### config.mk
export PLATFORM = sky130hd
export DESIGN_NAME = decimal_frame_receiver
export DESIGN_NICKNAME = d
export VERILOG_FILES = /design/src/hw/rtl/dfr_pkg.sv /design/src/hw/rtl/dfr_regs.sv /design/src/hw/rtl/dfr_deframe.sv /design/src/hw/rtl/decimal_frame_receiver.sv
export VERILOG_INCLUDE_DIRS = /design/src /design/src/hw/rtl
export SDC_FILE = /design/constraint.sdc
export NUM_CORES = 1
export LEC_CHECK = 0
export CAP_MARGIN = 20
export CORE_UTILIZATION = 30
export CTS_CLUSTER_SIZE = 30
export DETAILED_ROUTE_END_ITERATION = 10
export DONT_BUFFER_PORTS = 1
export GPL_TIMING_DRIVEN = 0
export PLACE_DENSITY_LB_ADDON = 0.12
export SYNTH_ARGS = -nofsm -noshare
export SYNTH_HDL_FRONTEND = slang
export SYNTH_SLANG_ARGS = --single-unit
export TNS_END_PERCENT = 5
### constraint.sdc
create_clock -name i_clk -period 6.7 [get_ports i_clk]
set_clock_uncertainty 0.05 [all_clocks]
set_input_delay 0 -clock i_clk [delete_from_list [all_inputs] [get_ports i_clk]]
set_output_delay 0 -clock i_clk [all_outputs]
set_load 0.005 [all_outputs]
### src/hw/rtl/decimal_frame_receiver_macros.svh
// Assertion macros shared by the decimal frame receiver RTL.
// No dependencies; included by the modules that carry assertions.
`ifndef DECIMAL_FRAME_RECEIVER_MACROS_SVH
`define DECIMAL_FRAME_RECEIVER_MACROS_SVH

// expr must hold at every clock edge outside reset
`define DFR_ASSERT_ALWAYS(label, clk, rst_n, expr, msg) \
    label: assert property (@(posedge clk) disable iff (!rst_n) (expr)) else $error(msg);

// cons must hold in the cycle after ante
`define DFR_ASSERT_NEXT(label, clk, rst_n, ante, cons, msg) \
    label: assert property (@(posedge clk) disable iff (!rst_n) (ante) |=> (cons)) \
        else $error(msg);

`endif

### src/hw/rtl/dfr_pkg.sv
// Package for the decimal frame receiver: status codes, frame constants,
// register indexes and the result struct. No dependencies.
package dfr_pkg;

    localparam int unsigned DataW  = 8;
    localparam int unsigned NumW   = 14;
    localparam int unsigned StatW  = 3;
    localparam int unsigned CountW = 4;

    localparam logic [StatW-1:0] ST_IN_FRAME   = 3'd0;
    localparam logic [StatW-1:0] ST_START      = 3'd1;
    localparam logic [StatW-1:0] ST_START_NACK = 3'd2;
    localparam logic [StatW-1:0] ST_STRAY_NACK = 3'd3;
    localparam logic [StatW-1:0] ST_ACK        = 3'd4;
    localparam logic [StatW-1:0] ST_SEQ_ERR    = 3'd5;

    // byte positions within a frame, counted after the start byte
    localparam logic [CountW-1:0] POS_SEQ      = 4'd1;
    localparam logic [CountW-1:0] POS_CMD_LAST = 4'd5;
    localparam logic [CountW-1:0] POS_LAST     = 4'd9;

    localparam logic REG_START_BYTE = 1'b0;
    localparam logic REG_LOST_LIMIT = 1'b1;

    localparam logic [DataW-1:0] START_BYTE_RST = 8'h80;
    localparam logic [DataW-1:0] LOST_LIMIT_RST = 8'd10;

    localparam logic [DataW-1:0] ASCII_ONE  = 8'h31;
    localparam logic [DataW-1:0] ASCII_NINE = 8'h39;

    typedef struct packed {
        logic [DataW-1:0] start_byte;
        logic [DataW-1:0] lost_limit;
    } t_cfg;

    typedef struct packed {
        logic [StatW-1:0] status;
        logic [NumW-1:0]  command;
        logic [NumW-1:0]  duration;
        logic [DataW-1:0] frame_seq;
        logic [DataW-1:0] seq_skipped;
    } t_result;

endpackage

### src/hw/rtl/dfr_regs.sv
// APB configuration registers of the decimal frame receiver.
// Depends on dfr_pkg.
module dfr_regs (
    input  logic          i_clk,
    input  logic          i_rst_n,
    input  logic          psel,
    input  logic          penable,
    input  logic          pwrite,
    input  logic [2:0]    paddr,
    input  logic [31:0]   pwdata,
    output logic [31:0]   prdata,
    output logic          pready,
    output dfr_pkg::t_cfg o_cfg
);
    import dfr_pkg::*;

    logic [DataW-1:0] r_start_byte;
    logic [DataW-1:0] r_lost_limit;
    logic             wr_en;
    logic             sel;

    assign wr_en  = psel && penable && pwrite;
    assign sel    = paddr[2];
    assign pready = 1'b1;

    always_ff @(posedge i_clk) begin
        if (!i_rst_n) begin
            r_start_byte <= START_BYTE_RST;
            r_lost_limit <= LOST_LIMIT_RST;
        end else if (wr_en) begin
            unique case (sel)
                REG_START_BYTE: r_start_byte <= pwdata[DataW-1:0];
                REG_LOST_LIMIT: r_lost_limit <= pwdata[DataW-1:0];
                default:        r_start_byte <= r_start_byte;
            endcase
        end
    end

    always_comb begin
        unique case (sel)
            REG_START_BYTE: prdata = {24'd0, r_start_byte};
            REG_LOST_LIMIT: prdata = {24'd0, r_lost_limit};
            default:        prdata = 32'd0;
        endcase
    end

    assign o_cfg.start_byte = r_start_byte;
    assign o_cfg.lost_limit = r_lost_limit;

endmodule

### src/hw/rtl/dfr_deframe.sv
// Frame state and per-byte deframing logic: position count, sequence check,
// digit accumulation. Depends on dfr_pkg and the assertion macro header.
`include "decimal_frame_receiver_macros.svh"

module dfr_deframe (
    input  logic                          i_clk,
    input  logic                          i_rst_n,
    input  logic                          i_en,
    input  logic [dfr_pkg::DataW-1:0]     i_rx_byte,
    input  dfr_pkg::t_cfg                 i_cfg,
    output dfr_pkg::t_result              o_result
);
    import dfr_pkg::*;

    logic [CountW-1:0] r_count,    n_count;
    logic [DataW-1:0]  r_expected, n_expected;
    logic [DataW-1:0]  r_seq_hold, n_seq_hold;
    logic [NumW-1:0]   r_cmd,      n_cmd;
    logic [NumW-1:0]   r_dur,      n_dur;

    logic              hit;
    logic              pending;
    logic [3:0]        digit;
    logic [DataW-1:0]  gap;
    logic [NumW-1:0]   cmd_mac;
    logic [NumW-1:0]   dur_mac;

    assign hit     = (i_rx_byte == i_cfg.start_byte);
    assign pending = (r_count != '0);
    assign digit   = (i_rx_byte >= ASCII_ONE && i_rx_byte <= ASCII_NINE)
                   ? i_rx_byte[3:0] : 4'd0;
    assign gap     = r_seq_hold - r_expected;
    // x10 as shift-and-add, wraps at 14 bits
    assign cmd_mac = (r_cmd << 3) + (r_cmd << 1) + NumW'(digit);
    assign dur_mac = (r_dur << 3) + (r_dur << 1) + NumW'(digit);

    always_comb begin
        n_count    = r_count;
        n_expected = r_expected;
        n_seq_hold = r_seq_hold;
        n_cmd      = r_cmd;
        n_dur      = r_dur;
        o_result   = '0;
        if (hit) begin
            o_result.status = pending ? ST_START_NACK : ST_START;
            n_count    = POS_SEQ;
            n_seq_hold = '0;
            n_cmd      = '0;
            n_dur      = '0;
        end else if (pending) begin
            o_result.status = ST_IN_FRAME;
            n_count = r_count + 4'd1;
            if (r_count == POS_SEQ) begin
                n_seq_hold = i_rx_byte;
            end else if (r_count <= POS_CMD_LAST) begin
                n_cmd = cmd_mac;
            end else begin
                n_dur = dur_mac;
            end
            if (r_count >= POS_LAST) begin
                // sequence byte sits at POS_SEQ, so r_seq_hold is final here
                o_result.frame_seq   = r_seq_hold;
                o_result.seq_skipped = gap;
                if (gap < i_cfg.lost_limit) begin
                    o_result.status   = ST_ACK;
                    o_result.command  = r_cmd;
                    o_result.duration = dur_mac;
                    n_expected        = r_seq_hold + 8'd1;
                end else begin
                    o_result.status = ST_SEQ_ERR;
                end
                n_count = '0;
            end
        end else begin
            o_result.status = ST_STRAY_NACK;
        end
    end

    always_ff @(posedge i_clk) begin
        if (!i_rst_n) begin
            r_count    <= '0;
            r_expected <= '0;
            r_seq_hold <= '0;
            r_cmd      <= '0;
            r_dur      <= '0;
        end else if (i_en) begin
            r_count    <= n_count;
            r_expected <= n_expected;
            r_seq_hold <= n_seq_hold;
            r_cmd      <= n_cmd;
            r_dur      <= n_dur;
        end
    end

    `DFR_ASSERT_ALWAYS(a_count_range, i_clk, i_rst_n, r_count <= POS_LAST, "frame count out of range")
    `DFR_ASSERT_NEXT(a_resync, i_clk, i_rst_n, i_en && o_result.status == ST_ACK, r_expected == DataW'($past(o_result.frame_seq) + 8'd1), "expected sequence not resynced")
    `DFR_ASSERT_NEXT(a_stray_idle, i_clk, i_rst_n, i_en && !hit && !pending, r_count == '0, "stray byte opened a frame")

endmodule

### src/hw/rtl/decimal_frame_receiver.sv
// Top level of the decimal frame receiver: byte handshake, result register
// and configuration port. Depends on dfr_pkg, dfr_regs, dfr_deframe.
// One byte in gives one result out. A byte is taken every clock cycle while
// the result register is empty or being drained in the same cycle; the result
// is registered and appears in the cycle after the byte is taken. Per-byte
// work (start match, x10 digit accumulate, 8-bit sequence gap compare) is one
// combinational pass from the frame state to the result register.
`include "decimal_frame_receiver_macros.svh"

module decimal_frame_receiver (
    input  logic        i_clk,
    input  logic        i_rst_n,
    input  logic        i_valid,
    output logic        o_ready,
    input  logic [7:0]  i_rx_byte,
    output logic        o_valid,
    input  logic        i_ready,
    output logic [2:0]  o_status,
    output logic [13:0] o_command,
    output logic [13:0] o_duration,
    output logic [7:0]  o_frame_seq,
    output logic [7:0]  o_seq_skipped,
    input  logic        psel,
    input  logic        penable,
    input  logic        pwrite,
    input  logic [2:0]  paddr,
    input  logic [31:0] pwdata,
    output logic [31:0] prdata,
    output logic        pready
);
    import dfr_pkg::*;

    t_cfg    cfg;
    t_result result;
    t_result r_out;
    logic    r_out_valid;
    logic    accept;

    assign o_ready = !r_out_valid || i_ready;
    assign accept  = i_valid && o_ready;

    dfr_regs u_regs (
        .i_clk   (i_clk),
        .i_rst_n (i_rst_n),
        .psel    (psel),
        .penable (penable),
        .pwrite  (pwrite),
        .paddr   (paddr),
        .pwdata  (pwdata),
        .prdata  (prdata),
        .pready  (pready),
        .o_cfg   (cfg)
    );

    dfr_deframe u_deframe (
        .i_clk     (i_clk),
        .i_rst_n   (i_rst_n),
        .i_en      (accept),
        .i_rx_byte (i_rx_byte),
        .i_cfg     (cfg),
        .o_result  (result)
    );

    always_ff @(posedge i_clk) begin
        if (!i_rst_n) begin
            r_out_valid <= 1'b0;
        end else if (o_ready) begin
            r_out_valid <= i_valid;
        end
    end

    always_ff @(posedge i_clk) begin
        if (accept) begin
            r_out <= result;
        end
    end

    assign o_valid       = r_out_valid;
    assign o_status      = r_out.status;
    assign o_command     = r_out.command;
    assign o_duration    = r_out.duration;
    assign o_frame_seq   = r_out.frame_seq;
    assign o_seq_skipped = r_out.seq_skipped;

    `DFR_ASSERT_NEXT(a_result_follows, i_clk, i_rst_n, accept, o_valid, "accepted item gave no result")
    `DFR_ASSERT_NEXT(a_drain, i_clk, i_rst_n, o_valid && i_ready && !i_valid, !o_valid, "result repeated")
    `DFR_ASSERT_ALWAYS(a_status_code, i_clk, i_rst_n, !o_valid || o_status <= ST_SEQ_ERR, "undefined status code")

endmodule
# [Word level (Yosys, flattened, before mapping)]
# Cells that the tools add are included.
[totals] reg_bits=111 in_bits=50 output_inout_bits=82 wordCells=75
[classes] n_addsub=7 order_cmp=5 n_eq_ne=4 n_mux=22 bitwise_logic=5 reduce_logical=19
[ops] cell="$pmux W32 S2" count=1
[ops] cell="$mux W14" count=4
[ops] cell="$mux W13" count=4
[ops] cell="$mux W47" count=1
[ops] cell="$add A14 B14 Y14" count=2
[ops] cell="$add A14 B4 Y14" count=2
[ops] cell="$mux W28" count=1
[ops] cell="$mux W8" count=3
[ops] cell="$mux W4" count=4
[ops] cell="$add A8 B1 Y8 const B" count=1
[ops] cell="$eq A8 B8 Y1" count=1
[ops] cell="$ge A8 B6 Y1 const B" count=1
[ops] cell="$le A8 B6 Y1 const B" count=1
[ops] cell="$lt A8 B8 Y1" count=1
[ops] cell="$reduce_and A4 Y1" count=2
[ops] cell="$sub A8 B8 Y8" count=1
[ops] cell="$mux W3" count=2
[ops] cell="$reduce_and A2 Y1" count=3
[ops] cell="$reduce_bool A2 Y1" count=3
[ops] cell="$not A1 Y1" count=5
[ops] cell="$reduce_and A5 Y1" count=1
[ops] cell="$add A4 B1 Y4 const B" count=1
[ops] cell="$eq A4 B1 Y1 const B" count=1
[ops] cell="$ge A4 B4 Y1 const B" count=1
[ops] cell="11 further kinds" count=15

# [Logic depth before layout (Yosys ltp)]
# Gate-level depths: netlist of run 1.
[depth] word_depth=8 ltp_mapped=16 depth_no_buf=16

# [By module]
# From an unflattened synthesis of run 1, not the netlist that was laid out.
[hier_totals] hier_cells=654 hier_area_um2=6533.8
[modules_own_cells] mod="dfr_deframe" n_inst=1 cells_per_inst=499 area_per_inst_um2=4085.2 seq_area_each_um2=940.9
[modules_own_cells] mod="decimal_frame_receiver" n_inst=1 cells_per_inst=52 area_per_inst_um2=1468.9 seq_area_each_um2=1431.4
[modules_own_cells] mod="dfr_regs" n_inst=1 cells_per_inst=103 area_per_inst_um2=979.7 seq_area_each_um2=320.3

# [Worst setup path after synthesis of run 1]
# Ideal clock, no wire load.
[synth_timing] path_type="flip-flop to flip-flop" from="reg u_deframe.r_seq_hold[0]" to="reg u_deframe.r_expected[4]" setup_ns=0.121 arrival_ns=3.261 required_time_ns=6.529 path_slack_ns=3.268 stages_incl_launch_ff=16 n_path_buf=0 period_less_slack_ns=3.432 cell_sequence="dfxtp_1 > inv_1 > ha_1 > inv_1 > fa_1 > a21o_1 > a21oi_1 > o21bai_1 > a21oi_1 > xnor2_1 > ha_1 > a21o_1 > a21oi_1 > nand4b_4 > nor3_4 > mux2_4"
[synth_between] elab_chain_len=3 elab_cells_between_ends=4 classes_between="2 x add/sub; 1 x order compare; 1 x reduce/logical"
[synth_lines] element="from (decl)" line="dfr_deframe.sv:17" source="logic [DataW-1:0] r_seq_hold, n_seq_hold;"
[synth_lines] element="from (signal assigned)" line="dfr_deframe.sv:89" source="r_seq_hold <= n_seq_hold;"
[synth_lines] element="$sub A8 B8 Y8" line="dfr_deframe.sv:32" source="assign gap = r_seq_hold - r_expected;"
[synth_lines] element="named net u_deframe.gap[6]" line="dfr_deframe.sv:24" source="logic [DataW-1:0] gap;"
[synth_lines] element="$lt A8 B8 Y1" line="dfr_deframe.sv:64" source="if (gap < i_cfg.lost_limit) begin"
[synth_lines] element="$reduce_and A5 Y1 (no source line)"
[synth_lines] element="to (signal assigned)" line="dfr_deframe.sv:88" source="r_expected <= n_expected;"
[synth_lines] element="to (decl)" line="dfr_deframe.sv:16" source="logic [DataW-1:0] r_expected, n_expected;"
# The timed path passes the listed nets, and every way through them passes these cells.
# A chain may end at the register's enable or synchronous reset.

# [Final worst setup path of run 1]
[layout_timing] from="reg u_deframe.r_seq_hold[0]" to="reg r_out, in the netlist o_duration[0] (data pin)"
[layout_between] elab_chain_len=4
[layout_lines] element="$sub A8 B8 Y8" line="dfr_deframe.sv:32"
[layout_lines] element="named net u_deframe.gap[6]" line="dfr_deframe.sv:24"
[layout_lines] element="$lt A8 B8 Y1" line="dfr_deframe.sv:64"
[layout_lines] element="$not A1 Y1 (no source line)"
[layout_lines] element="$reduce_or A4 Y1 (no source line)"
[layout_lines] element="to (signal assigned)" line="decimal_frame_receiver.sv:74" source="r_out <= result;"
[layout_lines] element="to (decl)" line="decimal_frame_receiver.sv:35" source="t_result r_out;"
# The timed path passes the listed nets, and every way through them passes these cells.

==> results of run 1 <==
-- power breakdown --
group / internal, mW / leakage (nW) / total [mW] / switching, mW
Combinational: 0.0455 / 1.99 / 0.119 / 0.0733
Sequential: 0.722 / 0.990 / 0.734 / 0.0119
Clock: 0.281 / 0.150 / 0.548 / 0.268
-- timing repair --
action                    4_1_cts  5_1_grt
hold endpoints to repair       26        0
gates resized for setup         0        0
hold buffers                   27        0
-- sequential cells by signal, summed over array words and instances (netlist names) --
name                  count
u_deframe.r_cmd          14
u_deframe.r_count         4
u_deframe.r_seq_hold      8
u_regs.r_start_byte       8
o_valid                   1
u_deframe.r_expected      8
u_regs.r_lost_limit       8
o_duration               14
u_deframe.r_dur          13
o_command                14
o_frame_seq               8
o_seq_skipped             8
o_status                  3
-- synthesized netlist by cell type, types with 4 or more instances --
library cell	n
ha_1	66
dfxtp_1	64
nand2_1	62
nor2_1	55
edfxtp_1	47
a21oi_1	40
inv_1	36
xnor2_1	34
o21ai_0	28
and3_1	26
buf_4	25
nand3_1	24
a22oi_1	22
and2_1	20
clkbuf_1	15
a21o_1	9
mux2_2	9
mux2i_1	8
xor2_1	8
nor2b_1	7
nor3_1	7
o31ai_1	6
a31oi_1	4
buf_2	4
nand4_1	4
o21bai_1	4
-- path summary, 6_finish.rpt --
check	startpoint	slack, ns	to	cells after the start
setup / recovery	u_deframe.r_seq_hold[0]	2.42	o_duration[0]	15
hold / removal	i_valid	-0.002	u_deframe.r_expected[6]	3
setup reg to reg	u_deframe.r_seq_hold[0]	2.42	o_duration[0]	15
hold reg to reg	u_deframe.r_expected[6]	0.41	u_deframe.r_expected[6]	2
-- metrics by stage --
stage | instance area, um^2 | instances
after floorplan | 6640 | 707
after global placement | 6980 | 982
after detailed placement | 7000 | 983
after CTS | 7570 | 1026
after global routing | 7570 | 1026
final | 7570 | 1026
-- metal layers --
layer  share of wire, %  track usage [%]
met5                  0                0
met4                2.2             5.20
met3                3.1             2.53
met1                 49             20.3
met2                 46             24.7
-- worst min-delay path, stage by stage --
cell and delay (ns):
nand2_2 0.11, nor3_4 0.12, mux2i_1 0.13
-- layout by cell type (no fill, tap or decap), types with 6 or more instances in the layout --
cell / netlist / routed
ha_1: 66 / 66
dfxtp_1: 64 / 64
nand2_1: 62 / 62
nor2_1: 55 / 55
edfxtp_1: 47 / 47
a21oi_1: 40 / 40
inv_1: 36 / 35
xnor2_1: 34 / 34
o21ai_0: 28 / 28
dlygate4sd3_1: 0 / 27
and3_1: 26 / 26
buf_4: 25 / 25
conb_1: 2 / 25
nand3_1: 24 / 24
a22oi_1: 22 / 22
and2_1: 20 / 20
clkbuf_1: 15 / 15
clkbuf_16: 0 / 10
a21o_1: 9 / 9
mux2_2: 9 / 9
mux2i_1: 8 / 8
xor2_1: 8 / 8
nor2b_1: 7 / 7
nor3_1: 7 / 7
o31ai_1: 6 / 6
-- final cells by class --
class / instances / area [um^2] / share of cell area [%]
plain buffers: 45 / 268 / 3.54
multi-input cells: 514 / 3540 / 46.7
flip-flops and latches: 111 / 2690 / 35.6
clock inverters: 6 / 48.8 / 0.645
repair buffers: 28 / 290 / 3.83
well taps: 275 / 344 / 4.55
clock buffers: 10 / 250 / 3.31
inverters: 37 / 139 / 1.83
-- logic make-up (layout without fill, tap and decap cells) --
group	after synthesis	after routing	share of synthesized area, %
other	2	25	0.115
AND/OR/NAND/NOR	229	229	17.8
flip-flops	111	111	41.1
XOR/XNOR	42	42	5.62
AO/OA/AOI/OAI	131	131	12.6
multiplexers	18	18	3.00
buffers and inverters	82	126	6.21
adder cells (fa/ha/maj)	69	69	13.5
==> results.yml, run 1 <==
status:
  outcome: "finished, violations left"
  failed_checks: "negative hold slack"
worst_setup_path:
  critPathRequiredTime_ns: 6.84
  path_class: "reg2reg"
  critPathTopFamily: "compound AO/OA/AOI/OAI gates"
  max_stage_delay_ns: 0.50
  cp.arrival_ns: 4.42
  cpMostUsedCell: "a21oi_1"
  cp_slowest_cell: "clkbuf_1"
  crit_path_start_kind: "flip-flop"
  path_cells: "inv_1 > ha_1 > inv_1 > fa_1 > a21o_1 > a21oi_1 > o21bai_1 > a21oi_1 > xnor2_1 > ha_1 > a21o_1 > a21oi_1 > and2_1 > clkbuf_1 > and3_1"
  cp.buffers_inverters: 3
  crit_fanout: 10
  setup.worst_path.end_class: "flip-flop"
hold_path:
  min_path_type: "in2reg"
cells_and_area:
  drive_gt1_share_pct: 9.45
  diodes: 0
  n_fill_cell: 2176
  nNetsFinal: 865
  utilization_pct: 35.7
  syn_to_final_growth_pct: 15.6
power_and_ir_drop:
  power_density_nw_per_um2: 185
  ir_worst_vdd_mv: 0.114
  p_leak_nw: 3.13
  total_power_mw: 1.40
clock_network:
  numCtsBuffers: 9
  post_cts_buffers: 0
  clkTransAtPathRegs_ns: 0.08
  root_buffer: "clkbuf_16"
  insertion_delay_ns: 0.36
  htree_levels: 3
  cts_tree: "built"
  cts_sinks: 111
  cts_buffer_depth: 2
synth:
  syn_avg_cell_area_um2: 9.58
  synthTopCellsByArea: "edfxtp_1 (22%), dfxtp_1 (20%), ha_1 (13%)"
  synthArstFlopShare_pct: 0
  ys_ff_latch: 111
  synth-edff-count: 47
  syn_area_um2: 6550
  synth_cell_type_count: 62
  synthFlopType: "dfxtp_1"
  yosys.area.top_type: "edfxtp_1"
  yosysSeqAreaShare_pct: 41.1
  yosysWarningCount: 0
  synth_top_area_share_pct: 21.5
  synth_cells: 684
die:
  dieArea_um2: 22400
  start_util_pct: 30.9
  top_level_ports: 132
  die_h_um: 150
  die_w_um: 150
  rows: 53
  core_um2: 21200
global_routing:
  grt_overflow: 0
  grt_pass1_vias: 4780
  grt_util_all_layers_pct: 15.2
  antenna_found_initial: 0
  grt_pass1_wl_um: 25900
  grt_max_degree: 28
timing:
  post-route-period-util_pct: 63.8
  rsz0062_at_grt: "false"
  setup_tns_ns: 0
  whs_ns: -0.00194
  fin_crit_ns: 4.28
  setup_viol_count_final: 0
  hold_viol: 1
  worst_pin_slew_ns: 0.785
  report.final.slew_viol_count: 0
  worst_slack_ns: 2.42
  fmax_mhz: 234
  slew_headroom_pct: 47.6
placed_design:
  portBuffers: 0
  post-place-ws_ns: 2.48
  hpwl_um: 12900
  place_congestion: 0.807
detailed_routing:
  vias: 4930
  first_iter_violations: 222
  routedWlPerCell_um: 16.2
  ant_nets: 0
  firstDrtPassIters: 4
  vias_per_cell: 4.81
  drt_wl_total_um: 16700
  drc_errors: 0
flow_run:
  cap_violations: 0
Note: power is estimated with default switching activity, not from simulation.
==> run 2, diff against run 1 <==
clock period = 4.1 ns   (was 6.7 ns; I/O delays follow)
==> results.yml, run 2 (synthesis results as in run 1) <==
cells_and_area:
  diodes: 0
  final_common_cell: "ha_1"
  syn_to_final_growth_pct: 16.2
  final_cells: 1029
  nNetsFinal: 868
  n_fill_cell: 2172
  drive_gt1_share_pct: 10.1
  final_cell_mix: "ha_1 (66), dfxtp_1 (64), nand2_1 (62), nor2_1 (55), edfxtp_1 (47)"
power_and_ir_drop:
  ir_worst_vdd_mv: 0.184
  power_density_nw_per_um2: 301
  p_leak_nw: 3.15
detailed_routing:
  drc_errors: 0
  first_iter_violations: 224
  ant_nets: 0
  vias: 4935
  firstDrtPassIters: 4
  drt_wl_total_um: 16700
  routedWlPerCell_um: 16.2
  vias_per_cell: 4.80
timing:
  post-route-period-util_pct: 96.5
  fin_crit_ns: 3.96
  report.final.slew_viol_count: 0
  rsz0062_at_grt: "true"
  setup_viol_count_final: 0
  whs_ns: 0.0109
  worst_pin_slew_ns: 0.756
  slew_headroom_pct: 49.5
  hold_viol: 0
  fmax_mhz: 253
clock_network:
  cts_buffer_depth: 2
  numCtsBuffers: 9
  htree_levels: 3
  insertion_delay_ns: 0.36
  clkTransAtPathRegs_ns: 0.08
  cts_sinks: 111
  root_buffer: "clkbuf_16"
  cts_tree: "built"
die:
  rows: 53
  start_util_pct: 30.9
  die_h_um: 150
  top_level_ports: 132
  die_w_um: 150
  dieArea_um2: 22400
  core_um2: 21200
global_routing:
  grt_util_all_layers_pct: 15.2
  grt_pass1_wl_um: 26000
  grt_max_degree: 28
  grt_overflow: 0
  antenna_found_initial: 0
  grt_pass1_vias: 4780
worst_setup_path:
  crit_fanout: 8
  cp.arrival_ns: 4.15
  setup.worst_path.end_class: "flip-flop"
  path_class: "reg2reg"
  critPathRequiredTime_ns: 4.30
  crit_path_start_kind: "flip-flop"
status:
  outcome: "finished, final reports clean"
placed_design:
  portBuffers: 0
  dp_cells: 983
  hpwl_um: 12900
  place_congestion: 0.807
flow_run:
  cap_violations: 0
hold_path:
  min_path_type: "in2reg"
==> run 2: cell types whose count changed in the layout (fill, tap and decap cells not counted), sizes merged <==
| cell | change |
|---|---|
| buf | +3 |
==> run 2: power by group <==
part           switching (mW)  internal, mW  total [mW]
Clock                   0.439         0.459       0.897
Combinational           0.120        0.0755       0.195
Sequential             0.0195          1.18        1.20
Total                   0.578          1.71        2.29
==> run 2: critical path, cell delays in order (launching register included) <==
cell,delay [ns]
dfxtp_1,0.36
inv_1,0.11
ha_1,0.19
inv_1,0.06
fa_1,0.40
a21o_1,0.18
a21oi_1,0.24
o21bai_1,0.09
a21oi_1,0.18
xnor2_1,0.20
ha_1,0.30
and3_1,0.19
o21ai_0,0.08
o21a_1,0.22
nand4b_4,0.24
nor3_4,0.28
buf_12,0.17
mux2_4,0.30
==> run 2: repair_timing <==
action	in CTS	in global routing
endpoints found under the hold margin	26	0
endpoints found under the setup margin	18	13
hold buffers	27	0
pin swaps	0	1
gates resized for setup	2	0
buffers inserted	0	3
==> run 2: cell type report <==
cell class / instances / area, um^2 / area share (%)
buffer: 45 / 269 / 3.54
tap: 275 / 344 / 4.52
multi-input combinational: 514 / 3540 / 46.5
sequential: 111 / 2690 / 35.4
clock inverter: 6 / 48.8 / 0.641
inverter: 37 / 139 / 1.83
timing repair buffer: 31 / 325 / 4.27
clock buffer: 10 / 250 / 3.29
==> run 2: per-stage QoR <==
stage | instance area, um^2 | total power [mW] | setup TNS, ns | worst slack [ns] | util [%]
after floorplan | 6640 | 1.34 | 0 | 0.668 | -
after global placement | 6980 | 1.39 | -0.187 | -0.0991 | 32.9
after detailed placement | 7000 | 1.40 | -0.318 | -0.121 | 33.0
after CTS | 7570 | 2.33 | -0.0469 | -0.0469 | 35.7
after global routing | 7610 | 2.39 | -0.101 | -0.0287 | 35.9
final | 7610 | 2.29 | 0 | 0.144 | 35.9
==> run 2: layer usage <==
layer,wire length [um],part of all wire [%],GRT usage [%],vias to the layer above
met5,0,0,0,-
met4,361,2.2,5.20,0
met3,561,3.4,2.53,20
met2,7740,46,24.7,103
met1,8050,48,20.4,2316
li1,-,-,-,2496
==> run 2: path summary, 6_finish.rpt <==
path / from / slack (ns) / depth (start not counted) / endpoint
worst max-delay path: u_deframe.r_seq_hold[0] / 0.14 / 17 / u_deframe.r_expected[4]
worst min-delay path: penable / 0.01 / 4 / u_regs.r_start_byte[1]
worst max register to register: u_deframe.r_seq_hold[0] / 0.14 / 17 / u_deframe.r_expected[4]
worst min register to register: u_deframe.r_expected[3] / 0.41 / 2 / u_deframe.r_expected[3]
